## src/rtl/ctpm_pkg.sv

```systemverilog
`timescale 1ns / 1ps
`default_nettype none

package ctpm_pkg;

  localparam int COUNT_BITS = 30;
  localparam int DATA_W     = 30;
  localparam int IDX_W      = $clog2(COUNT_BITS);

  localparam logic [DATA_W-1:0] MOD_PRIME    = 30'd1000000007;
  localparam logic [31:0]       MOD_PRIME_X2 = 32'd2000000014;

  // Barrett constant floor(2^60 / p), fits 31 bits
  localparam logic [63:0] MU_WIDE    = (64'd1 << 60) / 64'd1000000007;
  localparam logic [30:0] BARRETT_MU = MU_WIDE[30:0];

  typedef enum logic [2:0] {
    ST_IDLE,
    ST_MUL,
    ST_QUO,
    ST_QP,
    ST_SUB,
    ST_FIX,
    ST_DBL,
    ST_DONE
  } ctpm_state_t;

  typedef struct packed {
    logic             load;
    logic             final_op;
    logic             acc_fix;
    logic             acc_dbl;
    logic             out_load;
    logic [IDX_W-1:0] bit_idx;
  } ctpm_cmd_t;

  typedef struct packed {
    logic exp_bit;
  } ctpm_sts_t;

endpackage

`default_nettype wire

```

## src/rtl/ctpm_in_if.sv

```systemverilog
`timescale 1ns / 1ps
`default_nettype none

interface ctpm_in_if;
  logic                         valid;
  logic                         ready;
  logic [ctpm_pkg::DATA_W-1:0]  item_count;

  modport source (output valid, output item_count, input ready);
  modport sink   (input valid, input item_count, output ready);
endinterface

`default_nettype wire

```

## src/rtl/ctpm_out_if.sv

```systemverilog
`timescale 1ns / 1ps
`default_nettype none

interface ctpm_out_if;
  logic                         valid;
  logic                         ready;
  logic [ctpm_pkg::DATA_W-1:0]  modular_result;

  modport source (output valid, output modular_result, input ready);
  modport sink   (input valid, input modular_result, output ready);
endinterface

`default_nettype wire

```

## src/rtl/count_times_pow2_mod_prime_core.sv

```systemverilog
`timescale 1ns / 1ps
`default_nettype none

// n * 2^(n-1) mod 1000000007 for a 30-bit count n.
// items:   sink channel, one count per transfer (valid/ready).
// results: source channel, one residue per item, same order.
// One item is worked at a time. After its transfer, 30 exponent steps run
// MSB first; each is a Barrett modular square (multiply, quotient
// estimate, q*p, subtract, final correction), plus a doubling when the
// exponent bit is set. A last modular multiply by n mod p follows. The
// next item is taken once the result is in the output register. The
// 30x30 multiplier is shared by the squares and the final multiply, with
// the Barrett chain behind it.
// The result sits in an output register, so a new item is taken while a
// finished result waits. If the receiver stalls and a second result is
// finished, the block holds it until the first is taken and accepts no
// new item meanwhile.
// Synchronous reset returns to idle and drops any pending result.
module count_times_pow2_mod_prime_core (
  input  wire logic   clk,
  input  wire logic   rst,
  ctpm_in_if.sink     items,
  ctpm_out_if.source  results
);

  ctpm_pkg::ctpm_cmd_t cmd;
  ctpm_pkg::ctpm_sts_t sts;

  ctpm_ctrl u_ctrl (
    .clk       (clk),
    .rst       (rst),
    .in_valid  (items.valid),
    .in_ready  (items.ready),
    .out_valid (results.valid),
    .out_ready (results.ready),
    .cmd       (cmd),
    .sts       (sts)
  );

  ctpm_datapath u_datapath (
    .clk            (clk),
    .cmd            (cmd),
    .sts            (sts),
    .item_count     (items.item_count),
    .modular_result (results.modular_result)
  );

`ifndef SYNTH
  a_result_reduced: assert property (@(posedge clk) disable iff (rst)
    results.valid |-> (results.modular_result < ctpm_pkg::MOD_PRIME))
    else $error("result not reduced below the prime");

  a_busy_after_accept: assert property (@(posedge clk) disable iff (rst)
    (items.valid && items.ready) |=> !items.ready)
    else $error("input taken while an item is in flight");

  a_reset_clears_out: assert property (@(posedge clk)
    rst |=> !results.valid)
    else $error("result valid after reset");

  a_result_from_work: assert property (@(posedge clk) disable iff (rst)
    $rose(results.valid) |-> $past(!items.ready))
    else $error("result raised without an item in flight");
`endif

endmodule

`default_nettype wire

```

## src/rtl/ctpm_datapath.sv

```systemverilog
`timescale 1ns / 1ps
`default_nettype none

module ctpm_datapath (
  input  wire logic                        clk,
  input  wire ctpm_pkg::ctpm_cmd_t         cmd,
  output ctpm_pkg::ctpm_sts_t              sts,
  input  wire logic [ctpm_pkg::DATA_W-1:0] item_count,
  output logic [ctpm_pkg::DATA_W-1:0]      modular_result
);

  logic [ctpm_pkg::DATA_W-1:0]   expo;
  logic [ctpm_pkg::DATA_W-1:0]   nmod;
  logic [ctpm_pkg::DATA_W-1:0]   acc;
  logic [ctpm_pkg::DATA_W-1:0]   opb;
  logic [2*ctpm_pkg::DATA_W-1:0] prod;
  logic [ctpm_pkg::DATA_W-1:0]   quo;
  logic [31:0]                   qp;
  logic [31:0]                   rem;

  logic [61:0]                   quo_full;
  logic [2*ctpm_pkg::DATA_W-1:0] qp_full;
  logic [ctpm_pkg::DATA_W-1:0]   nmod_next;
  logic [31:0]                   rem_m1;
  logic [31:0]                   rem_m2;
  logic [ctpm_pkg::DATA_W-1:0]   fix_val;
  logic [ctpm_pkg::DATA_W:0]     dbl;
  logic [ctpm_pkg::DATA_W:0]     dbl_m1;
  logic [ctpm_pkg::DATA_W-1:0]   dbl_val;

  // n < 2p, so a single conditional subtract reduces it
  always_comb begin
    if (item_count >= ctpm_pkg::MOD_PRIME) begin
      nmod_next = item_count - ctpm_pkg::MOD_PRIME;
    end else begin
      nmod_next = item_count;
    end
  end

  assign opb = cmd.final_op ? nmod : acc;

  // Barrett: q = ((x >> 29) * mu) >> 31, remainder x - q*p lands in [0, 3p)
  assign quo_full = {31'd0, prod[2*ctpm_pkg::DATA_W-1:29]} * {31'd0, ctpm_pkg::BARRETT_MU};
  assign qp_full  = {{ctpm_pkg::DATA_W{1'b0}}, quo} *
                    {{ctpm_pkg::DATA_W{1'b0}}, ctpm_pkg::MOD_PRIME};

  assign rem_m1 = rem - {2'b00, ctpm_pkg::MOD_PRIME};
  assign rem_m2 = rem - ctpm_pkg::MOD_PRIME_X2;

  always_comb begin
    if (rem >= ctpm_pkg::MOD_PRIME_X2) begin
      fix_val = rem_m2[ctpm_pkg::DATA_W-1:0];
    end else if (rem >= {2'b00, ctpm_pkg::MOD_PRIME}) begin
      fix_val = rem_m1[ctpm_pkg::DATA_W-1:0];
    end else begin
      fix_val = rem[ctpm_pkg::DATA_W-1:0];
    end
  end

  assign dbl    = {acc, 1'b0};
  assign dbl_m1 = dbl - {1'b0, ctpm_pkg::MOD_PRIME};

  always_comb begin
    if (dbl >= {1'b0, ctpm_pkg::MOD_PRIME}) begin
      dbl_val = dbl_m1[ctpm_pkg::DATA_W-1:0];
    end else begin
      dbl_val = dbl[ctpm_pkg::DATA_W-1:0];
    end
  end

  // reduction chain runs every cycle; acc holds still until the fix step
  always_ff @(posedge clk) begin
    prod <= {{ctpm_pkg::DATA_W{1'b0}}, acc} * {{ctpm_pkg::DATA_W{1'b0}}, opb};
    quo  <= quo_full[60:31];
    qp   <= qp_full[31:0];
    rem  <= prod[31:0] - qp;
  end

  always_ff @(posedge clk) begin
    if (cmd.load) begin
      expo <= item_count - ctpm_pkg::DATA_W'(1);
      nmod <= nmod_next;
      acc  <= {{(ctpm_pkg::DATA_W-1){1'b0}}, 1'b1};
    end else if (cmd.acc_fix) begin
      acc <= fix_val;
    end else if (cmd.acc_dbl) begin
      acc <= dbl_val;
    end
    if (cmd.out_load) begin
      modular_result <= acc;
    end
  end

  assign sts.exp_bit = expo[cmd.bit_idx];

endmodule

`default_nettype wire

```

## src/rtl/ctpm_ctrl.sv

```systemverilog
`timescale 1ns / 1ps
`default_nettype none

module ctpm_ctrl (
  input  wire logic                clk,
  input  wire logic                rst,
  input  wire logic                in_valid,
  output logic                     in_ready,
  output logic                     out_valid,
  input  wire logic                out_ready,
  output ctpm_pkg::ctpm_cmd_t      cmd,
  input  wire ctpm_pkg::ctpm_sts_t sts
);

  ctpm_pkg::ctpm_state_t         state;
  ctpm_pkg::ctpm_state_t         state_next;
  logic [ctpm_pkg::IDX_W-1:0]    bit_idx;
  logic                          is_final;
  logic                          step_done;
  logic                          out_free;

  assign out_free = !out_valid || out_ready;

  // one exponent bit finished: either no doubling needed, or doubling done
  assign step_done = ((state == ctpm_pkg::ST_FIX) && !is_final && !sts.exp_bit) ||
                     (state == ctpm_pkg::ST_DBL);

  always_comb begin
    state_next = state;
    case (state)
      ctpm_pkg::ST_IDLE: begin
        if (in_valid) state_next = ctpm_pkg::ST_MUL;
      end
      ctpm_pkg::ST_MUL: state_next = ctpm_pkg::ST_QUO;
      ctpm_pkg::ST_QUO: state_next = ctpm_pkg::ST_QP;
      ctpm_pkg::ST_QP:  state_next = ctpm_pkg::ST_SUB;
      ctpm_pkg::ST_SUB: state_next = ctpm_pkg::ST_FIX;
      ctpm_pkg::ST_FIX: begin
        if (is_final) begin
          state_next = ctpm_pkg::ST_DONE;
        end else if (sts.exp_bit) begin
          state_next = ctpm_pkg::ST_DBL;
        end else begin
          state_next = ctpm_pkg::ST_MUL;
        end
      end
      ctpm_pkg::ST_DBL: state_next = ctpm_pkg::ST_MUL;
      ctpm_pkg::ST_DONE: begin
        if (out_free) state_next = ctpm_pkg::ST_IDLE;
      end
      default: state_next = ctpm_pkg::ST_IDLE;
    endcase
  end

  always_comb begin
    in_ready     = (state == ctpm_pkg::ST_IDLE);
    cmd.load     = (state == ctpm_pkg::ST_IDLE) && in_valid;
    cmd.final_op = is_final;
    cmd.acc_fix  = (state == ctpm_pkg::ST_FIX);
    cmd.acc_dbl  = (state == ctpm_pkg::ST_DBL);
    cmd.out_load = (state == ctpm_pkg::ST_DONE) && out_free;
    cmd.bit_idx  = bit_idx;
  end

  always_ff @(posedge clk) begin
    if (rst) begin
      state     <= ctpm_pkg::ST_IDLE;
      bit_idx   <= '0;
      is_final  <= 1'b0;
      out_valid <= 1'b0;
    end else begin
      state <= state_next;
      if (cmd.load) begin
        bit_idx  <= ctpm_pkg::IDX_W'(ctpm_pkg::COUNT_BITS - 1);
        is_final <= 1'b0;
      end else if (step_done) begin
        if (bit_idx == '0) begin
          is_final <= 1'b1;
        end else begin
          bit_idx <= bit_idx - ctpm_pkg::IDX_W'(1);
        end
      end
      if (cmd.out_load) begin
        out_valid <= 1'b1;
      end else if (out_ready) begin
        out_valid <= 1'b0;
      end
    end
  end

endmodule

`default_nettype wire

```

## src/flat_wrapper.sv

```systemverilog
// flat-port wrapper written by rule: the top's interface ports become plain ports
module count_times_pow2_mod_prime_core_flat 
  (clk, rst, items_valid, items_item_count, items_ready, results_valid, results_modular_result, results_ready);
  ctpm_in_if items_i ();
  ctpm_out_if results_i ();
  input  wire logic clk;
  input  wire logic rst;
  input wire logic [$bits(items_i.valid)-1:0] items_valid;
  input wire logic [$bits(items_i.item_count)-1:0] items_item_count;
  output wire logic [$bits(items_i.ready)-1:0] items_ready;
  output wire logic [$bits(results_i.valid)-1:0] results_valid;
  output wire logic [$bits(results_i.modular_result)-1:0] results_modular_result;
  input wire logic [$bits(results_i.ready)-1:0] results_ready;
  assign items_i.valid = items_valid;
  assign items_i.item_count = items_item_count;
  assign items_ready = items_i.ready;
  assign results_valid = results_i.valid;
  assign results_modular_result = results_i.modular_result;
  assign results_i.ready = results_ready;
  count_times_pow2_mod_prime_core u_core (.clk(clk), .rst(rst), .items(items_i), .results(results_i));
endmodule
```

## config.mk

```make
export PLATFORM = sky130hd
export DESIGN_NAME = count_times_pow2_mod_prime_core_flat
export DESIGN_NICKNAME = d
export VERILOG_FILES = /design/src/rtl/ctpm_pkg.sv /design/src/rtl/ctpm_in_if.sv /design/src/rtl/ctpm_out_if.sv /design/src/rtl/count_times_pow2_mod_prime_core.sv /design/src/rtl/ctpm_datapath.sv /design/src/rtl/ctpm_ctrl.sv /design/src/flat_wrapper.sv
export SDC_FILE = /design/constraint.sdc
export NUM_CORES = 2
export LEC_CHECK = 0
export BUFFER_PORTS_ARGS = -buffer_cell sky130_fd_sc_hd__buf_2
export CORE_UTILIZATION = 45
export CTS_CLUSTER_SIZE = 40
export DETAILED_ROUTE_END_ITERATION = 8
export GPL_TIMING_DRIVEN = 0
export PLACE_DENSITY = 0.64
export SLEW_MARGIN = 20
export SYNTH_ARGS = -nofsm -noshare
export SYNTH_HDL_FRONTEND = slang
export SYNTH_SLANG_ARGS = --single-unit
```

## constraint.sdc

```tcl
create_clock -name clk -period 9.3 [get_ports clk]
set_input_delay 1.86 -clock clk [delete_from_list [all_inputs] [get_ports clk]]
set_output_delay 1.86 -clock clk [all_outputs]
set_load 0.005 [all_outputs]
```

# Yosys cells after proc, flatten, opt, wreduce, memory -nomap -nowiden
# Cells that the tools add are included.
totals:
  register_bits: 284
  latch_bits: 0
  ram_bits: 0
  rom_bits: 0
  wordCells: 77
  n_memories: 0
classes:
  add_sub_neg: 7
  multipliers: 3
  div: 0
  order_cmp: 5
  n_eq_ne: 10
  shifts: 0
  n_mux: 19
  bitwise_logic: 1
  n_reduce_logical: 19
op_table:
  columns: ["cell", "n"]
  rows:
  - ["$mux W30", 7]
  - ["$sub A30 B30 Y30 const B", 4]
  - ["$mul A30 B30 Y60", 1]
  - ["$mul A31 B28 Y58 const B", 1]
  - ["$ge A32 B30 Y1 const B", 1]
  - ["$ge A32 B31 Y1 const B", 1]
  - ["$mul A30 B30 Y32 const B", 1]
  - ["$sub A32 B32 Y32", 1]
  - ["$ge A31 B30 Y1 const B", 1]
  - ["$ge A30 B30 Y1 const B", 1]
  - ["$sub A30 B1 Y30 const B", 1]
  - ["$pmux W3 S8", 1]
  - ["$mux W5", 3]
  - ["$eq A3 B3 Y1 const B", 4]
  - ["$mux W3", 4]
  - ["$reduce_and A2 Y1", 4]
  - ["$eq A3 B2 Y1 const B", 2]
  - ["$lt A5 B6 Y1 const B", 1]
  - ["$reduce_bool A2 Y1", 3]
  - ["$bmux W1 S5", 1]
  - ["$logic_not A5 Y1", 1]
  - ["$sub A5 B1 Y5 const B", 1]
  - ["$logic_and A1 B1 Y1", 4]
  - ["$ne A2 B2 Y1 const B", 2]
  - ["8 further kinds", 13]

# Logic depth before layout (Yosys ltp)
depth:
  ltp_word: 7
  mapped_depth: 32

# Cells and area by module
# Synthesis repeated with hierarchy kept, for this count alone.
unflattened:
  cells_unflattened: 6510
  hier_area_um2: 62218.4
modules_own_cells:
  columns: ["module", "n_inst", "cells_per_inst", "area_each_um2", "seq_area_each_um2"]
  rows:
  - ["ctpm_datapath", 1, 6443, 61645.4, 6386.1]
  - ["ctpm_ctrl", 1, 67, 573.0, 200.2]

# Worst setup path after synthesis
# No wires, ideal clock.
synth_path:
  path_type: "register to register"
  startpoint: "register u_core.u_ctrl.is_final"
  endpoint: "register u_core.u_datapath.prod[55] in the netlist's numbering"
  t_arrival_ns: 8.208
  t_required_ns: 9.242
  setup_slack_ns: 1.034
  stages_incl_launch_ff: 29
  cell_sequence: "dfxtp_1 clkbuf_1 buf_1 mux2_2 clkbuf_1 clkbuf_1 nand2_1 fa_1 fa_1 fa_1 fa_1 inv_1 fa_1 fa_1 fa_1 inv_1 fa_1 inv_1 ha_1 a21o_1 a21o_1 a21o_1 a2111oi_0 o22ai_1 a21oi_2 o21ai_1 a41o_1 nor4b_1 a211o_1"
synth_between:
  elab_chain_len: 2
synth_rtl:
  columns: ["element", "line", "source"]
  rows:
  - ["start: declaration", "ctpm_ctrl.sv:18", "logic is_final;"]
  - ["start signal: assignment", "ctpm_ctrl.sv:69", "is_final <= 1'b0;"]
  - ["start signal: assignment", "ctpm_ctrl.sv:75", "is_final <= 1'b0;"]
  - ["start signal: assignment", "ctpm_ctrl.sv:78", "is_final <= 1'b1;"]
  - ["$mux W30", "ctpm_datapath.sv:40", "assign opb = cmd.final_op ? nmod : acc;"]
  - ["$mul A30 B30 Y60", "ctpm_datapath.sv:73", "prod <= {{ctpm_pkg::DATA_W{1'b0}}, acc} * {{ctpm_pkg::DATA_W{1'b0}}, opb};"]
  - ["end signal: assignment", "ctpm_datapath.sv:73", null]
  - ["end: declaration", "ctpm_datapath.sv:16", "logic [2*ctpm_pkg::DATA_W-1:0] prod;"]
# Every way passes these cells.
# A chain may end at the register's enable or synchronous reset.

# Worst setup path after layout
layout_path:
  startpoint: "register u_core.u_datapath.acc[17] in the netlist's numbering"
  endpoint: "register u_core.u_datapath.prod[58] in the netlist's numbering"
layout_between:
  elab_chain_len: 2
layout_rtl:
  columns: ["element", "line", "source"]
  rows:
  - ["start: declaration", "ctpm_datapath.sv:14", "logic [ctpm_pkg::DATA_W-1:0] acc;"]
  - ["start signal: assignment", "ctpm_datapath.sv:83", "acc <= {{(ctpm_pkg::DATA_W-1){1'b0}}, 1'b1};"]
  - ["start signal: assignment", "ctpm_datapath.sv:85", "acc <= fix_val;"]
  - ["start signal: assignment", "ctpm_datapath.sv:87", "acc <= dbl_val;"]
  - ["$mux W30", "ctpm_datapath.sv:40", null]
  - ["$mul A30 B30 Y60 *", "ctpm_datapath.sv:73", null]
# Every way passes the cells marked *; elsewhere a longest branch is shown, timed or not.

==> results.ini <==
[clocking]
clkTransAtPathRegs_ns = 0.06
cts_tree = yes
htreeDepth = 2
clock_latency_ns = 0.60
root_buffer = clkbuf_16
cts_buffer_depth = 3
clock_sinks = 284
cts_buffers = 34

[global_route]
track_usage_pct = 29.63
grt.overflow.total = 0
grt_max_degree = 43
grt_pass1_vias = 48100
antenna_found_initial = 17
grt_pass1_wl_mm = 306.2

[synth]
yosys.area.top_type_share_pct = 39.29
synth-edff-count = 90
postSynth.asyncResetShare_pct = 0
ys_ff_latch = 284
synth_cell_types = 86
syn-mean-instance-area_um2 = 9.603
synth_area_leaders = fa_1 39%, ha_1 16%, inv_1 8.9%
netlist_instances = 6483
synth_area_mm2 = 0.06226
syn_nets = 8539
synth_top_area_cell = fa_1
ys_warn_count = 0
yosysSeqAreaShare_pct = 10.58
synthFlopType = dfxtp_1

[floorplan]
start_util_pct = 45.34
dieArea_mm2 = 0.1398
core_area_mm2 = 0.1373
die_h_um = 374.0
die_w_um = 374.0
pin_count = 66
rows = 136

[worst_setup_path]
cp_cell_sequence = clkbuf_1 -> o21ai_0 -> fa_1 -> fa_1 -> inv_1 -> fa_1 -> fa_1 -> fa_1 -> fa_1 -> fa_1 -> ha_1 -> ha_1 -> clkbuf_1 -> a21o_1 -> a21o_1 -> a21oi_1 -> o21ai_0 -> a221oi_2 -> o22ai_1 -> a41o_1 -> o21ai_2 -> o21ai_0 -> xor2_1
critPathCaptureType = flop
crit_top_cell = fa_1
path_delay_family = adder cells
start_kind = flop
cp.required_ns = 9.77
critPathMaxStageDelay_ns = 0.96
slowest_stage = clkbuf_1
crit_type = flop to flop
critical_path_arrival_ns = 9.68
critPathBufInv = 3
cp_max_fo = 10

[power]
p_leak_nw = 34.64
ir_drop_mv = 0.3025
p_clk_share_pct = 13.5
netSwitchingFraction_pct = 49.43
seqPwrFrac_pct = 18.6
p_int_mw = 5.247
combPwrFrac_pct = 67.9
switchingPower_mw = 5.130
p_per_area_mw_per_mm2 = 156.9

[timing]
worst-slew-pin-transition_ns = 1.332
rsz0062_at_grt = false
fin_crit_sh_pct = 99.06
slew_viol_final = 0
setup_viol = 0
fin_crit_ns = 9.212
fmax_ghz = 0.1085
finClkSkew_ns = 0.02807
finalHoldViolations = 0
max-slew-margin-rel_pct = 11.18
worst_slack_ns = 0.08752

[place]
io_buffers = 54
post-place-ws_ns = -1.515
gp_congestion = 1.007
place_area_mm2 = 0.06483
post-dp-hpwl_mm = 165.2

[final_layout]
multi_input_comb_area_mm2 = 0.04913
final_common_cell = inv_1
final_area_mm2 = 0.06614
layout-drive-gt1-share_pct = 4.285
ff_latch_area_mm2 = 0.006594
n_fill_cell = 12950
final_cell_mix = 1483 x inv_1, 1222 x fa_1, 800 x ha_1
nNetsFinal = 8613
area_growth_pct = 6.240

[outcome]
status = complete, no violations

[route]
vias_per_cell = 5.414
dr.pass1.iters = 6
drc_errors = 0
vias = 45380
wl_mm = 201.0
routedWlPerCell_um = 23.97
drt_iter0_markers = 3651
ant_nets = 0

[min_path]
hold_path_class = flop to flop

[job]
cap_violations = 0

-- worst paths after layout --
kind | from | to | slack (ns) | cells past startpoint
min reg2reg | u_core.u_datapath.acc[16]$_SDFFE_PP0P_ | u_core.u_datapath.modular_result[16]$_DFFE_PP_ | 0.43 | 0
min | u_core.u_datapath.acc[16]$_SDFFE_PP0P_ | u_core.u_datapath.modular_result[16]$_DFFE_PP_ | 0.43 | 0
max reg2reg | u_core.u_datapath.acc[17]$_SDFFE_PP0P_ | u_core.u_datapath.prod[58]$_DFF_P_ | 0.09 | 23
max | u_core.u_datapath.acc[17]$_SDFFE_PP0P_ | u_core.u_datapath.prod[58]$_DFF_P_ | 0.09 | 23
-- synthesized netlist by cell type (all sizes together), types with 14 or more instances --
cell type / number
clkbuf: 256
and3: 21
o211ai: 19
nand3: 62
mux2: 26
nand4: 18
a21o: 82
nand2: 499
nor2b: 92
mux2i: 24
nand2b: 31
or3: 17
buf: 16
a22oi: 17
nor2: 190
o22ai: 20
a21oi: 170
edfxtp: 90
o21ai: 115
o21bai: 26
and2: 424
a31oi: 23
o21a: 52
xnor2: 180
inv: 1484
dfxtp: 194
xor2: 87
nor3: 54
ha: 800
nor4: 14
fa: 1222
-- power groups by stage --
stage	clock, mW	sequential [mW]	combinational (mW)
floorplan	0	1.77	5.14
global placement	0	1.94	6.93
detailed placement	0	1.94	7.00
CTS	1.43	1.92	7.07
global route	1.47	1.96	7.96
finish	1.40	1.94	7.05
-- metal layers --
layer | global-route usage, % | routed length [µm] | part of all wire [%]
met4 | 11.43 | 9136 | 4.5
met3 | 5.829 | 16630 | 8.3
met5 | 0 | 101 | 0.050
met2 | 46.83 | 90840 | 45
met1 | 40.04 | 84270 | 42
-- cell families (layout without fill, tap and decap cells) --
| group | count (synthesis) | count (layout) | share of synthesized area, % |
|---|---|---|---|
| simple gates | 1455 | 1455 | 11.76 |
| buf+inv | 1756 | 1854 | 10.62 |
| xor+xnor | 267 | 267 | 3.756 |
| mux | 59 | 59 | 1.182 |
| other cells | 0 | 8 | 0 |
| fa+ha+maj | 2022 | 2022 | 55.37 |
| compound gates | 640 | 640 | 6.728 |
| flops | 284 | 284 | 10.58 |
-- through the flow --
| stage | hold slack [ns] | power (mW) | instances | utilization, % | setup TNS, ns |
|---|---|---|---|---|---|
| 2_1_floorplan | 0.4029 | 6.906 | 6483 | - | 0 |
| 3_3_place_gp | 0.4142 | 8.862 | 8331 | 47.17 | -27.34 |
| 3_5_place_dp | 0.4147 | 8.940 | 8333 | 47.21 | -27.82 |
| 4_1_cts | 0.4296 | 10.43 | 8380 | 48.09 | 0 |
| 5_1_grt | 0.4478 | 11.39 | 8375 | 48.15 | 0 |
| 6_report | 0.4306 | 10.38 | 8383 | 48.17 | 0 |
-- layout make-up --
type,instances,share of cell area [%]
Inverter,1484,8.427
Multi-Input combinational cell,4443,74.27
Tap cell,1794,3.394
Sequential cell,284,9.969
Buffer,249,1.665
Clock inverter,14,0.2856
Clock buffer,46,1.430
Antenna cell,8,0.03027
Timing Repair Buffer,61,0.5259
-- flip-flops by register name, indices dropped and copies added, names as in the netlist, 30 cells and up --
register,cells
u_core.u_datapath.rem,32
u_core.u_datapath.expo,30
u_core.u_datapath.acc,30
u_core.u_datapath.nmod,30
u_core.u_datapath.quo,30
u_core.u_datapath.prod,60
u_core.u_datapath.modular_result,30
u_core.u_datapath.qp,32
-- timing repair --
| action | in CTS | in global routing |
|---|---|---|
| gates resized for setup | 77 | 71 |
| endpoints found under the setup margin | 34 | 17 |
| hold endpoints to repair | 0 | 0 |
| buffers inserted | 0 | 5 |
| hold buffers | 0 | 0 |
| pin swaps | 0 | 2 |
(Power assumes the default switching activity.)
